`src/rtl/cos_pkg.sv`:
```
`timescale 1ns / 1ps

package cos_pkg;

  // Field and datapath widths.
  localparam int PixW     = 8;
  localparam int SumW     = 10;
  localparam int ProdW    = 24;
  localparam int QBits    = 16;
  localparam int OppW     = 20;
  localparam int NumLanes = 3;
  localparam int OutShift = 9;
  localparam int AddrW    = 3;
  localparam int DataW    = 32;

  // Input register, one cell per quotient bit, opponent stage, output register.
  localparam int Latency = QBits + 3;

  // 255.0 in Q8.8.
  localparam logic [QBits-1:0] NormScale = 16'd65280;
  localparam logic [PixW-1:0]  OutMax    = 8'd255;

  // Register map: word index taken from paddr[2].
  localparam logic RegDarkThreshold = 1'b0;
  localparam logic [PixW-1:0] DarkThresholdReset = 8'd60;

  // Lane indexes.
  localparam int LaneRed   = 0;
  localparam int LaneGreen = 1;
  localparam int LaneBlue  = 2;

  // One lane of the divider: partial remainder and the shared
  // dividend/quotient shift register.
  typedef struct packed {
    logic [SumW-1:0]  rem;
    logic [QBits-1:0] acc;
  } lane_t;

  // Everything that travels down the divider chain with one item.
  typedef struct packed {
    lane_t [NumLanes-1:0] lane;
    logic [SumW-1:0]      sum;
    logic                 dark;
    logic                 ygate;
  } cell_t;

  // Integer part of a Q8.9 value, clamped to 0..255.
  function automatic logic [PixW-1:0] to_out(input logic signed [OppW-1:0] v);
    logic [OppW-1:0] q;
    q = OppW'(v) >> OutShift;
    if (v <= 0) begin
      return '0;
    end
    if (q > OppW'(OutMax)) begin
      return OutMax;
    end
    return q[PixW-1:0];
  endfunction

endpackage

```
`src/rtl/cos_div_cell.sv`:
```
`timescale 1ns / 1ps

module cos_div_cell
  import cos_pkg::*;
(
  input  logic  clk,
  input  logic  rst,
  input  logic  in_valid,
  input  cell_t in_cell,
  output logic  out_valid,
  output cell_t out_cell
);

  cell_t cell_next;

  // One restoring division step on each lane: bring in the next dividend
  // bit, subtract the divisor if it fits, and shift the quotient bit in.
  always_comb begin
    logic [SumW:0] shifted;
    logic          fits;
    cell_next = in_cell;
    for (int k = 0; k < NumLanes; k++) begin
      shifted = {in_cell.lane[k].rem, in_cell.lane[k].acc[QBits-1]};
      fits    = shifted >= {1'b0, in_cell.sum};
      if (fits) begin
        shifted = shifted - {1'b0, in_cell.sum};
      end
      cell_next.lane[k].rem = shifted[SumW-1:0];
      cell_next.lane[k].acc = {in_cell.lane[k].acc[QBits-2:0], fits};
    end
  end

  // Valid flag is control state; the payload needs no reset.
  always_ff @(posedge clk) begin
    if (rst) begin
      out_valid <= 1'b0;
    end else begin
      out_valid <= in_valid;
    end
  end

  always_ff @(posedge clk) begin
    out_cell <= cell_next;
  end

endmodule

```
`src/rtl/cos_opponent.sv`:
```
`timescale 1ns / 1ps

module cos_opponent
  import cos_pkg::*;
(
  input  logic            clk,
  input  logic            rst,
  input  logic            in_valid,
  input  cell_t           in_cell,
  output logic            done,
  output logic [PixW-1:0] salience,
  output logic [PixW-1:0] red_opponent,
  output logic [PixW-1:0] green_opponent,
  output logic [PixW-1:0] blue_opponent
);

  logic                   opp_valid;
  logic signed [OppW-1:0] ro;
  logic signed [OppW-1:0] go;
  logic signed [OppW-1:0] bo;
  logic signed [OppW-1:0] yw;
  logic signed [OppW-1:0] ro_next;
  logic signed [OppW-1:0] go_next;
  logic signed [OppW-1:0] bo_next;
  logic signed [OppW-1:0] yw_next;
  logic signed [OppW-1:0] smax;

  // Opponents and the yellow term at Q8.9; a dark item forces all to zero.
  always_comb begin
    logic signed [OppW-1:0] rn;
    logic signed [OppW-1:0] gn;
    logic signed [OppW-1:0] bn;
    logic signed [OppW-1:0] mn;
    rn = signed'(OppW'(in_cell.lane[LaneRed].acc));
    gn = signed'(OppW'(in_cell.lane[LaneGreen].acc));
    bn = signed'(OppW'(in_cell.lane[LaneBlue].acc));
    mn = (rn < gn) ? rn : gn;
    ro_next = (rn <<< 1) - gn - bn;
    go_next = (gn <<< 1) - rn - bn;
    bo_next = (bn <<< 1) - rn - gn;
    yw_next = in_cell.ygate ? (((mn <<< 1) - bn) <<< 1) : '0;
    if (in_cell.dark) begin
      ro_next = '0;
      go_next = '0;
      bo_next = '0;
      yw_next = '0;
    end
  end

  // Largest of zero, the three opponents and yellow.
  always_comb begin
    smax = '0;
    if (ro > smax) smax = ro;
    if (go > smax) smax = go;
    if (yw > smax) smax = yw;
    if (bo > smax) smax = bo;
  end

  always_ff @(posedge clk) begin
    if (rst) begin
      opp_valid <= 1'b0;
      done      <= 1'b0;
    end else begin
      opp_valid <= in_valid;
      done      <= opp_valid;
    end
  end

  // Opponent registers, then the output register.
  always_ff @(posedge clk) begin
    ro             <= ro_next;
    go             <= go_next;
    bo             <= bo_next;
    yw             <= yw_next;
    salience       <= to_out(smax);
    red_opponent   <= to_out(ro);
    green_opponent <= to_out(go);
    blue_opponent  <= to_out(bo);
  end

  // Salience is never below any opponent output.
  a_sal_max: assert property (@(posedge clk) disable iff (rst)
    done |-> (salience >= red_opponent && salience >= green_opponent &&
              salience >= blue_opponent))
    else $error("salience below an opponent output");

  // A dark item gives all zeros once it has passed the opponent and output registers.
  a_dark_zero: assert property (@(posedge clk) disable iff (rst)
    (in_valid && in_cell.dark) |-> ##2 (salience == '0 && red_opponent == '0 &&
                                        green_opponent == '0 && blue_opponent == '0))
    else $error("dark item gave nonzero output");

  // Output strobe follows an opponent-stage item in the next cycle.
  a_done_follow: assert property (@(posedge clk) disable iff (rst)
    opp_valid |=> done)
    else $error("opponent stage item lost");

endmodule

```
`src/rtl/color_opponent_salience.sv`:
```
`timescale 1ns / 1ps

// Channel   Direction  Handshake                 Payload
// pixel     in         start, busy               red_in, green_in, blue_in
// result    out        done (one-cycle strobe)   salience, red/green/blue_opponent
// config    in/out     APB psel/penable/pwrite   paddr, pwdata, prdata, pready
//
// One pixel per clock. From start to done an item passes the input register,
// the divider chain of one cell per quotient bit (16), the opponent register
// and the output register.
// busy is always low; rst (synchronous) empties the pipeline and loads
// dark_threshold with 60. The receiver cannot stall the result strobe.
module color_opponent_salience
  import cos_pkg::*;
(
  input  logic             clk,
  input  logic             rst,
  input  logic             start,
  output logic             busy,
  input  logic [PixW-1:0]  red_in,
  input  logic [PixW-1:0]  green_in,
  input  logic [PixW-1:0]  blue_in,
  output logic             done,
  output logic [PixW-1:0]  salience,
  output logic [PixW-1:0]  red_opponent,
  output logic [PixW-1:0]  green_opponent,
  output logic [PixW-1:0]  blue_opponent,
  input  logic             psel,
  input  logic             penable,
  input  logic             pwrite,
  input  logic [AddrW-1:0] paddr,
  input  logic [DataW-1:0] pwdata,
  output logic [DataW-1:0] prdata,
  output logic             pready
);

  logic [PixW-1:0] dark_threshold;
  logic            in_valid;
  cell_t           in_cell;
  cell_t           in_cell_next;
  logic            chain_valid [QBits+1];
  cell_t           chain_cell  [QBits+1];

  assign busy   = 1'b0;
  assign pready = 1'b1;

  // Configuration register: written on the APB access phase.
  always_ff @(posedge clk) begin
    if (rst) begin
      dark_threshold <= DarkThresholdReset;
    end else if (psel && penable && pwrite && pready &&
                 paddr[2] == RegDarkThreshold) begin
      dark_threshold <= pwdata[PixW-1:0];
    end
  end

  always_comb begin
    prdata = '0;
    if (paddr[2] == RegDarkThreshold) begin
      prdata = DataW'(dark_threshold);
    end
  end

  // Input stage: channel sum, dark test, yellow gate and the scaled
  // dividends 65280*c split into initial remainder and shift bits.
  always_comb begin
    logic [SumW-1:0]  sum;
    logic [SumW-1:0]  thr3;
    logic [SumW-1:0]  r2;
    logic [SumW-1:0]  g2;
    logic [SumW-1:0]  b3;
    logic [ProdW-1:0] pr;
    logic [ProdW-1:0] pg;
    logic [ProdW-1:0] pb;
    sum  = SumW'(red_in) + SumW'(green_in) + SumW'(blue_in);
    thr3 = (SumW'(dark_threshold) << 1) + SumW'(dark_threshold);
    r2   = SumW'(red_in) << 1;
    g2   = SumW'(green_in) << 1;
    b3   = (SumW'(blue_in) << 1) + SumW'(blue_in);
    pr   = ProdW'(red_in) * ProdW'(NormScale);
    pg   = ProdW'(green_in) * ProdW'(NormScale);
    pb   = ProdW'(blue_in) * ProdW'(NormScale);
    in_cell_next.sum   = sum;
    in_cell_next.dark  = (sum == '0) || (sum < thr3);
    in_cell_next.ygate = (r2 > b3) && (g2 > b3);
    in_cell_next.lane[LaneRed].rem   = SumW'(pr[ProdW-1:QBits]);
    in_cell_next.lane[LaneRed].acc   = pr[QBits-1:0];
    in_cell_next.lane[LaneGreen].rem = SumW'(pg[ProdW-1:QBits]);
    in_cell_next.lane[LaneGreen].acc = pg[QBits-1:0];
    in_cell_next.lane[LaneBlue].rem  = SumW'(pb[ProdW-1:QBits]);
    in_cell_next.lane[LaneBlue].acc  = pb[QBits-1:0];
  end

  always_ff @(posedge clk) begin
    if (rst) begin
      in_valid <= 1'b0;
    end else begin
      in_valid <= start && !busy;
    end
  end

  always_ff @(posedge clk) begin
    in_cell <= in_cell_next;
  end

  // Divider chain: one cell per quotient bit.
  assign chain_valid[0] = in_valid;
  assign chain_cell[0]  = in_cell;

  for (genvar i = 0; i < QBits; i++) begin : g_cell
    cos_div_cell u_cell (
      .clk       (clk),
      .rst       (rst),
      .in_valid  (chain_valid[i]),
      .in_cell   (chain_cell[i]),
      .out_valid (chain_valid[i+1]),
      .out_cell  (chain_cell[i+1])
    );
  end

  cos_opponent u_opponent (
    .clk            (clk),
    .rst            (rst),
    .in_valid       (chain_valid[QBits]),
    .in_cell        (chain_cell[QBits]),
    .done           (done),
    .salience       (salience),
    .red_opponent   (red_opponent),
    .green_opponent (green_opponent),
    .blue_opponent  (blue_opponent)
  );

  // Every accepted item produces a result strobe.
  a_latency: assert property (@(posedge clk) disable iff (rst)
    (start && !busy) |-> ##Latency done)
    else $error("accepted item did not produce a result");

  // No result strobe without a matching accepted item.
  a_no_spurious: assert property (@(posedge clk) disable iff (rst)
    done |-> $past(start && !busy, Latency))
    else $error("result without a matching item");

  // A non-dark item leaving the chain has a remainder below the divisor.
  a_rem_bound: assert property (@(posedge clk) disable iff (rst)
    (chain_valid[QBits] && !chain_cell[QBits].dark) |->
      (chain_cell[QBits].lane[LaneRed].rem < chain_cell[QBits].sum &&
       chain_cell[QBits].lane[LaneGreen].rem < chain_cell[QBits].sum &&
       chain_cell[QBits].lane[LaneBlue].rem < chain_cell[QBits].sum))
    else $error("divider remainder out of range");

endmodule

```
`config.mk`:
```
export PLATFORM = sky130hd
export DESIGN_NAME = color_opponent_salience
export DESIGN_NICKNAME = d
export VERILOG_FILES = /design/src/rtl/cos_pkg.sv /design/src/rtl/cos_div_cell.sv /design/src/rtl/cos_opponent.sv /design/src/rtl/color_opponent_salience.sv
export SDC_FILE = /design/constraint.sdc
export NUM_CORES = 2
export LEC_CHECK = 0
export ABC_AREA = 0
export BUFFER_PORTS_ARGS = -buffer_cell sky130_fd_sc_hd__buf_2
export CELL_PAD_IN_SITES_DETAIL_PLACEMENT = 1
export CELL_PAD_IN_SITES_GLOBAL_PLACEMENT = 1
export CORE_UTILIZATION = 46
export DETAILED_ROUTE_END_ITERATION = 10
export GPL_ROUTABILITY_DRIVEN = 0
export PLACE_DENSITY_LB_ADDON = 0.1
export SETUP_SLACK_MARGIN = 0.05
export SLEW_MARGIN = 20
export SYNTH_ARGS = -nofsm -noshare
export SYNTH_HDL_FRONTEND = slang
export SYNTH_SLANG_ARGS = --single-unit
```
`constraint.sdc`:
```
create_clock -name clk -period 10.15 [get_ports clk]
set_input_delay 2.03 -clock clk [delete_from_list [all_inputs] [get_ports clk]]
set_output_delay 2.03 -clock clk [all_outputs]
set_load 0.1 [all_outputs]
```
# [After elaboration in Yosys (flattened, before gate mapping)]
# Index checks and enable logic that the tools add are counted.
[word_totals] out_inout_bits=67 inputBits=65 register_bits=1323 wordCells=413
[op_classes] reduce_logical=7 n_lt_le_gt_ge=64 muxes=79 bitwise_logic=2 add_sub_neg=56 mul=3
[op_table] op="greater-or-equal comparator 11 x 10 -> 1 bit" n=45
[op_table] op="2-to-1 mux 10 bit" n=42
[op_table] op="subtractor 10 bit" n=42
[op_table] op="2-to-1 mux 8 bit" n=17
[op_table] op="less-or-equal comparator 20 x 1 -> 1 bit (second input constant)" n=4
[op_table] op="2-to-1 mux 20 bit" n=4
[op_table] op="greater-than comparator 20 bit" n=3
[op_table] op="subtractor 20 x 17 -> 20 bit" n=3
[op_table] op="subtractor 17 x 16 -> 18 bit" n=3
[op_table] op="multiplier 8 x 8 -> 16 bit (second input constant)" n=3
[op_table] op="greater-than comparator 11 x 8 -> 1 bit (second input constant)" n=4
[op_table] op="adder 9 x 8 -> 10 bit" n=3
[op_table] op="greater-or-equal comparator 9 x 10 -> 1 bit" n=3
[op_table] op="subtractor 9 x 10 -> 10 bit" n=3
[op_table] op="2-to-1 mux 9 bit" n=3
[op_table] op="greater-than comparator 20 x 1 -> 1 bit (second input constant)" n=1
[op_table] op="greater-than comparator 9 x 10 -> 1 bit" n=2
[op_table] op="subtractor 19 x 16 -> 19 bit" n=1
[op_table] op="< comparator 16 bit" n=1
[op_table] op="2-to-1 mux 16 bit" n=1
[op_table] op="2-to-1 mux 1 bit" n=12
[op_table] op="zero test 10 bit" n=1
[op_table] op="< comparator 10 bit" n=1
[op_table] op="adder 8 x 8 -> 9 bit" n=1
[op_table] op="other kinds (4)" n=8

# [Longest topological paths before layout]
[logic_depth] ltp_word=13 ltp_mapped=43 depth_no_buf=38

# [Modules after synthesis]
# A second synthesis with hierarchy kept.
[hier_totals] hier_cells=6939 area_unflattened_um2=75731.4
[by_module_without_submodules] mod="cos_div_cell (g_cell[10].u_cell ...)" cells_per_inst=299 instances=11 area_per_inst_um2=3587.2 seq_area_each_um2=1821.7
[by_module_without_submodules] mod="cos_opponent" cells_per_inst=1279 instances=1 area_per_inst_um2=10090.9 seq_area_each_um2=2182.1
[by_module_without_submodules] mod="color_opponent_salience" cells_per_inst=876 instances=1 area_per_inst_um2=8321.7 seq_area_each_um2=1381.3
[by_module_without_submodules] mod="cos_div_cell (g_cell[0].u_cell ...)" cells_per_inst=299 instances=2 area_per_inst_um2=3590.9 seq_area_each_um2=1821.7
[by_module_without_submodules] mod="cos_div_cell (g_cell[1].u_cell ...)" cells_per_inst=299 instances=2 area_per_inst_um2=3563.4 seq_area_each_um2=1821.7
[by_module_without_submodules] mod="cos_div_cell (g_cell[15].u_cell)" cells_per_inst=299 instances=1 area_per_inst_um2=3550.9 seq_area_each_um2=1821.7

# [Worst setup path before layout]
# No wires, ideal clock.
[synth_timing] path_type="register -> register" start="register u_opponent.ro[17]" end="register u_opponent.salience[0]" path_stages_with_launch=41 setup_time_ns=0.115 synth_period_minus_slack_ns=8.341 setup_slack_ns=1.809 t_arrival_ns=8.226 n_path_buf=6 t_required_ns=10.035 cell_sequence="dfxtp_1 or2_2 clkbuf_1 nor2_1 and3_1 a31oi_1 nand2_1 ha_1 a211oi_1 o21bai_1 a21o_1 or2_2 o311ai_0 buf_2 clkbuf_1 mux2_2 ha_1 a21o_1 [... 5 more ...] a21oi_1 a2111o_1 nand2_4 buf_6 buf_2 o21ai_0 ha_1 nand4_1 nor2_1 nand2_1 nor3_1 o21ai_0 o211ai_1 a221oi_1 a31oi_1 buf_1 mux2_2 o21a_1"
[synth_between] elab_chain_len=13 word_cells_on_any_way=16 cone_classes="order compare (6); mux (10)"
[synth_rtl] item="start: declaration" line_no="cos_opponent.sv:18" rtl="logic signed [OppW-1:0] ro;"
[synth_rtl] item="start signal: assignment" line_no="cos_opponent.sv:71" rtl="ro <= ro_next;"
[synth_rtl] item="greater-than comparator 20 x 1 -> 1 bit" line_no="cos_opponent.sv:53" rtl="if (ro > smax) smax = ro;"
[synth_rtl] item="2-to-1 mux 20 bit (*)" line_no="cos_opponent.sv:53"
[synth_rtl] item="greater-than comparator 20 bit" line_no="cos_opponent.sv:54" rtl="if (go > smax) smax = go;"
[synth_rtl] item="2-to-1 mux 20 bit (*)" line_no="cos_opponent.sv:54"
[synth_rtl] item="greater-than comparator 20 bit" line_no="cos_opponent.sv:55" rtl="if (yw > smax) smax = yw;"
[synth_rtl] item="2-to-1 mux 20 bit (*)" line_no="cos_opponent.sv:55"
[synth_rtl] item="greater-than comparator 20 bit" line_no="cos_opponent.sv:56" rtl="if (bo > smax) smax = bo;"
[synth_rtl] item="2-to-1 mux 20 bit (*)" line_no="cos_opponent.sv:56"
[synth_rtl] item="greater-than comparator 11 x 8 -> 1 bit" line_no="cos_pkg.sv:54" rtl="if (q > OppW'(OutMax)) begin"
[synth_rtl] item="2-to-1 mux 1 bit (2 in series)" line_no="cos_pkg.sv:54"
[synth_rtl] item="2-to-1 mux 8 bit" line_no="cos_pkg.sv:57" rtl="return q[PixW-1:0];"
[synth_rtl] item="2-to-1 mux 8 bit (*)" line_no="cos_pkg.sv:54"
[synth_rtl] item="end signal: assignment" line_no="cos_opponent.sv:75" rtl="salience <= to_out(smax);"
[synth_rtl] item="end: declaration" line_no="cos_opponent.sv:11" rtl="output logic [PixW-1:0] salience,"
# Every way passes the cells marked *; elsewhere a longest branch is shown, timed or not. The select of a mux whose other input is x is not followed.
# A chain may end at the register's enable or synchronous reset.

# [Worst setup path after layout]
[layout_timing] start="register u_opponent.ro[17]" end="register u_opponent.salience[2]"
# Same word-level chain as after synthesis.

==> impl_results.html <==
<table>
<tr><th>Metric</th><th>Value</th></tr>
<tr><th colspan="2">STA</th></tr>
<tr><td>Final Hold Viols</td><td>0</td></tr>
<tr><td>Setup_tns</td><td>0 ns</td></tr>
<tr><td>Share of the cycle needed by the critical path after routing</td><td>92.9%</td></tr>
<tr><td>Maximum clock skew at final layout</td><td>0.0447 ns</td></tr>
<tr><td>Final setup viols</td><td>0</td></tr>
<tr><td>Maximum operating frequency</td><td>106 MHz</td></tr>
<tr><td>Number of pins exceeding their max-slew limit in the final report</td><td>0</td></tr>
<tr><td>Worst relative slew slack</td><td>28.2%</td></tr>
<tr><td>Final critical-path required period</td><td>9.43 ns</td></tr>
<tr><td>Final hold slack</td><td>0.309 ns</td></tr>
<tr><td>Slew at the pin closest to its max-slew limit</td><td>1.08 ns</td></tr>
<tr><td>Setup repair after global routing missed its margin</td><td>no</td></tr>
<tr><th colspan="2">Route</th></tr>
<tr><td>Vias/cell</td><td>5.23</td></tr>
<tr><td>Average detailed-routed wire length per instance</td><td>18.9 µm</td></tr>
<tr><td>DRC violation count after routing</td><td>0</td></tr>
<tr><td>Routed Wire Length</td><td>166000 µm</td></tr>
<tr><td>Remaining antenna violation count</td><td>0</td></tr>
<tr><td>Iteration-0 DRC Markers</td><td>1670</td></tr>
<tr><td>Number of detailed-routing iterations run before antenna repair</td><td>5</td></tr>
<tr><td>Vias after detailed routing</td><td>45979</td></tr>
<tr><th colspan="2">Worst setup path</th></tr>
<tr><td>Endpoint kind of the worst setup timing path</td><td>flop</td></tr>
<tr><td>Max incr delay on CP</td><td>0.72 ns</td></tr>
<tr><td>Data arrival time of the critical path</td><td>10.07 ns</td></tr>
<tr><td>Required time at the endpoint of the critical path</td><td>10.79 ns</td></tr>
<tr><td>Worst r2r path cells</td><td>36</td></tr>
<tr><td>Highest net fanout along the worst path</td><td>26</td></tr>
<tr><td>Cell type of the slowest stage on the worst timing path</td><td>sky130_fd_sc_hd__o311ai_2</td></tr>
<tr><td>CP Class</td><td>reg -&gt; reg</td></tr>
<tr><td>Startpoint class of the critical path</td><td>flop</td></tr>
<tr><th colspan="2">Cells and area</th></tr>
<tr><td>Final instance count without filler cells</td><td>8792</td></tr>
<tr><td>Area growth from synthesis to final layout</td><td>11.7%</td></tr>
<tr><td>Post-layout instance area</td><td>71300 µm²</td></tr>
<tr><td>Fraction of layout cells with a size suffix above 1</td><td>6.35%</td></tr>
<tr><td>Final Net Count</td><td>7902</td></tr>
<tr><td>Fillers</td><td>15470</td></tr>
<tr><th colspan="2">Place</th></tr>
<tr><td>Number of buffers inserted by port buffering</td><td>79</td></tr>
<tr><td>Post-detail-place hpwl</td><td>135000 µm</td></tr>
<tr><td>Placed cell areas</td><td>66200 µm²</td></tr>
<tr><td>Number of cells in the design after placement</td><td>8529</td></tr>
<tr><th colspan="2">GRT</th></tr>
<tr><td>Fraction of met2 tracks used by global routing</td><td>43.7%</td></tr>
<tr><td>Overall track demand over capacity in global routing</td><td>23.6%</td></tr>
<tr><td>Overall overflow remaining after global route</td><td>0</td></tr>
<tr><td>GRT Max-Usage Layer</td><td>met2</td></tr>
<tr><td>Number of global-route vias before repair</td><td>48773</td></tr>
<tr><td>Met3 layer usage reported by global route</td><td>2.91%</td></tr>
<tr><td>Global-route met1 utilization</td><td>27.9%</td></tr>
<tr><td>Global-route wire length before repair</td><td>262000 µm</td></tr>
<tr><td>Pin count of the biggest net entering global routing</td><td>64</td></tr>
<tr><td>Initial antenna violation count</td><td>2</td></tr>
<tr><th colspan="2">Synth</th></tr>
<tr><td>Mean instance size in the synthesized netlist</td><td>9.49 µm²</td></tr>
<tr><td>Mapped Cells</td><td>6723</td></tr>
<tr><td>Number of enable-type register cells in the synthesized netlist</td><td>0</td></tr>
<tr><td>Biggest area contributors in the synthesized netlist</td><td>sky130_fd_sc_hd__dfxtp_1 (41%), sky130_fd_sc_hd__ha_1 (16%), sky130_fd_sc_hd__inv_1 (5.0%)</td></tr>
<tr><td>Leading cell type by number of instances after synthesis</td><td>sky130_fd_sc_hd__dfxtp_1</td></tr>
<tr><td>Largest area contributor in the synthesized netlist</td><td>sky130_fd_sc_hd__dfxtp_1</td></tr>
<tr><td>Summed instance area of the synthesized netlist</td><td>63800 µm²</td></tr>
<tr><td>Synth cell count leaders</td><td>sky130_fd_sc_hd__dfxtp_1 (1322), sky130_fd_sc_hd__inv_1 (853), sky130_fd_sc_hd__ha_1 (804)</td></tr>
<tr><td>Seq/Total Area, Yosys</td><td>41.5%</td></tr>
<tr><td>YS warnings</td><td>0</td></tr>
<tr><td>Flip-flop cell with the highest count after synthesis</td><td>sky130_fd_sc_hd__dfxtp_1</td></tr>
<tr><td>Library cells used by synthesis</td><td>72</td></tr>
<tr><td>Proportion of synthesized flip-flops having asynchronous set or reset</td><td>0%</td></tr>
<tr><td>Seq cells post-synth</td><td>1322</td></tr>
<tr><td>Post-synth top area share</td><td>41.5%</td></tr>
<tr><th colspan="2">Floorplanning</th></tr>
<tr><td>Die Ht</td><td>374 µm</td></tr>
<tr><td>DIE AREA</td><td>140000 µm²</td></tr>
<tr><td>Number of placement rows</td><td>136</td></tr>
<tr><td>Chip width</td><td>374 µm</td></tr>
<tr><td>Boundary pin count</td><td>132</td></tr>
<tr><td>Area of the core</td><td>137000 µm²</td></tr>
<tr><td>Effective utilization at floorplan</td><td>46.4%</td></tr>
<tr><th colspan="2">Clock tree</th></tr>
<tr><td>Cell at the root of the clock tree</td><td>sky130_fd_sc_hd__clkbuf_16</td></tr>
<tr><td>Number of clock buffers inserted by TritonCTS</td><td>143</td></tr>
<tr><td>Hold bufs inserted after CTS</td><td>0</td></tr>
<tr><td>TritonCTS clock tree</td><td>built</td></tr>
<tr><td>Clock transition at the registers of the reported paths</td><td>0.06 ns</td></tr>
<tr><td>Resized cells post-CTS</td><td>0</td></tr>
<tr><td>Buffer depth of the longest clock path</td><td>3</td></tr>
<tr><td>Count of H-tree levels built during CTS</td><td>4</td></tr>
<tr><td>Worst skew pair latency</td><td>0.79 ns</td></tr>
<tr><td>Total clock sinks</td><td>1322</td></tr>
<tr><td>Post-CTS Setup Inserts</td><td>0</td></tr>
<tr><th colspan="2">Min path</th></tr>
<tr><td>Min-Delay Path Class</td><td>reg -&gt; reg</td></tr>
<tr><td>Min-Delay Path Depth</td><td>0</td></tr>
<tr><th colspan="2">Outcome</th></tr>
<tr><td>Status</td><td>finished clean</td></tr>
<tr><th colspan="2">Flow run</th></tr>
<tr><td>Number of violations of the max-capacitance limit</td><td>0</td></tr>
</table>
==> cell usage in the layout, fill, tap and decap left out, types with 62 or more instances in the layout <==
cell type,netlist,routed
sky130_fd_sc_hd__inv_1,853,853
sky130_fd_sc_hd__nand4_1,99,99
sky130_fd_sc_hd__ha_1,804,804
sky130_fd_sc_hd__a21o_1,95,95
sky130_fd_sc_hd__a21boi_0,133,133
sky130_fd_sc_hd__nor3_1,80,80
sky130_fd_sc_hd__mux2_2,62,62
sky130_fd_sc_hd__dfxtp_1,1322,1321
sky130_fd_sc_hd__a21oi_1,403,402
sky130_fd_sc_hd__nor2b_1,174,167
sky130_fd_sc_hd__buf_2,2,79
sky130_fd_sc_hd__nand2_1,468,468
sky130_fd_sc_hd__clkbuf_16,0,144
sky130_fd_sc_hd__o21ai_0,480,480
sky130_fd_sc_hd__xnor2_1,227,227
sky130_fd_sc_hd__nor2_1,474,473
sky130_fd_sc_hd__nand2b_1,97,97
sky130_fd_sc_hd__o31ai_1,88,88
sky130_fd_sc_hd__xor2_1,127,127
sky130_fd_sc_hd__fa_1,153,153
==> per-stage QoR <==
stage          utilization, %  worst slack (ns)
2_1_floorplan               -              1.81
3_3_place_gp             48.1             0.996
3_5_place_dp             48.1             0.924
4_1_cts                  51.8             0.763
5_1_grt                  51.8             0.130
6_report                 51.8             0.717
==> logic make-up after synthesis <==
kind of cell    count (synthesis)  share of synthesized area (%)
simple gates                 1557                           11.5
compound gates               1458                           13.9
flops                        1322                           41.5
buf+inv                       966                           5.85
fa+ha+maj                     957                           20.6
xor+xnor                      354                           4.86
mux                           107                           1.81
other cells                     2                         0.0118
==> critical path, delay by kind of cell, from the launching register on <==
family / cells / cell delay (ns)
AO/OA/AOI/OAI: 19 / 4.85
AND/OR/NAND/NOR: 9 / 1.47
multiplexers: 3 / 1.11
adder cells (fa/ha/maj): 3 / 0.93
buffers and inverters: 2 / 0.56
flip-flops: 1 / 0.34
==> metal layers <==
| layer | up-vias | wire length [µm] |
|---|---|---|
| met5 | - | 0 |
| met4 | 0 | 4980 |
| met3 | 251 | 3710 |
| met2 | 453 | 85900 |
| met1 | 22335 | 71700 |
| li1 | 22940 | - |
==> path summary, 6_finish.rpt <==
check                                              start                                endpoint  slack [ns]
setup / recovery            u_opponent.ro[17]$_SDFF_PP0_       u_opponent.salience[2]$_SDFF_PP0_        0.72
setup reg to reg            u_opponent.ro[17]$_SDFF_PP0_       u_opponent.salience[2]$_SDFF_PP0_        0.72
hold / removal    g_cell[13].u_cell.out_cell[16]$_DFF_P_  g_cell[14].u_cell.out_cell[17]$_DFF_P_        0.31
hold reg to reg   g_cell[13].u_cell.out_cell[16]$_DFF_P_  g_cell[14].u_cell.out_cell[17]$_DFF_P_        0.31
==> layout make-up <==
type / instances / area [µm²] / share of cell area, %
clock buffers: 175 / 3930 / 5.52
well taps: 1794 / 2240 / 3.15
flip-flops and latches: 1322 / 26500 / 37.1
repair buffers: 100 / 553 / 0.776
diodes: 1 / 2.50 / 0.00351
multi-input cells: 4460 / 33700 / 47.4
inverters: 853 / 3200 / 4.49
clock inverters: 87 / 1110 / 1.56
==> registers in the layout (all words and copies together) (netlist names), 8 cells and up <==
signal / cells
g_cell.u_cell.out_cell: 1124
g_cell.u_cell.out_valid: 16
u_opponent.bo: 20
u_opponent.red_opponent: 8
chain_cell: 60
u_opponent.ro: 20
u_opponent.blue_opponent: 8
u_opponent.yw: 19
u_opponent.go: 20
u_opponent.salience: 8
u_opponent.green_opponent: 8
dark_threshold: 8
Power is left out: the tool's default activity adds up to more than one toggle a clock period on the data nets, which glitch-free logic cannot reach.
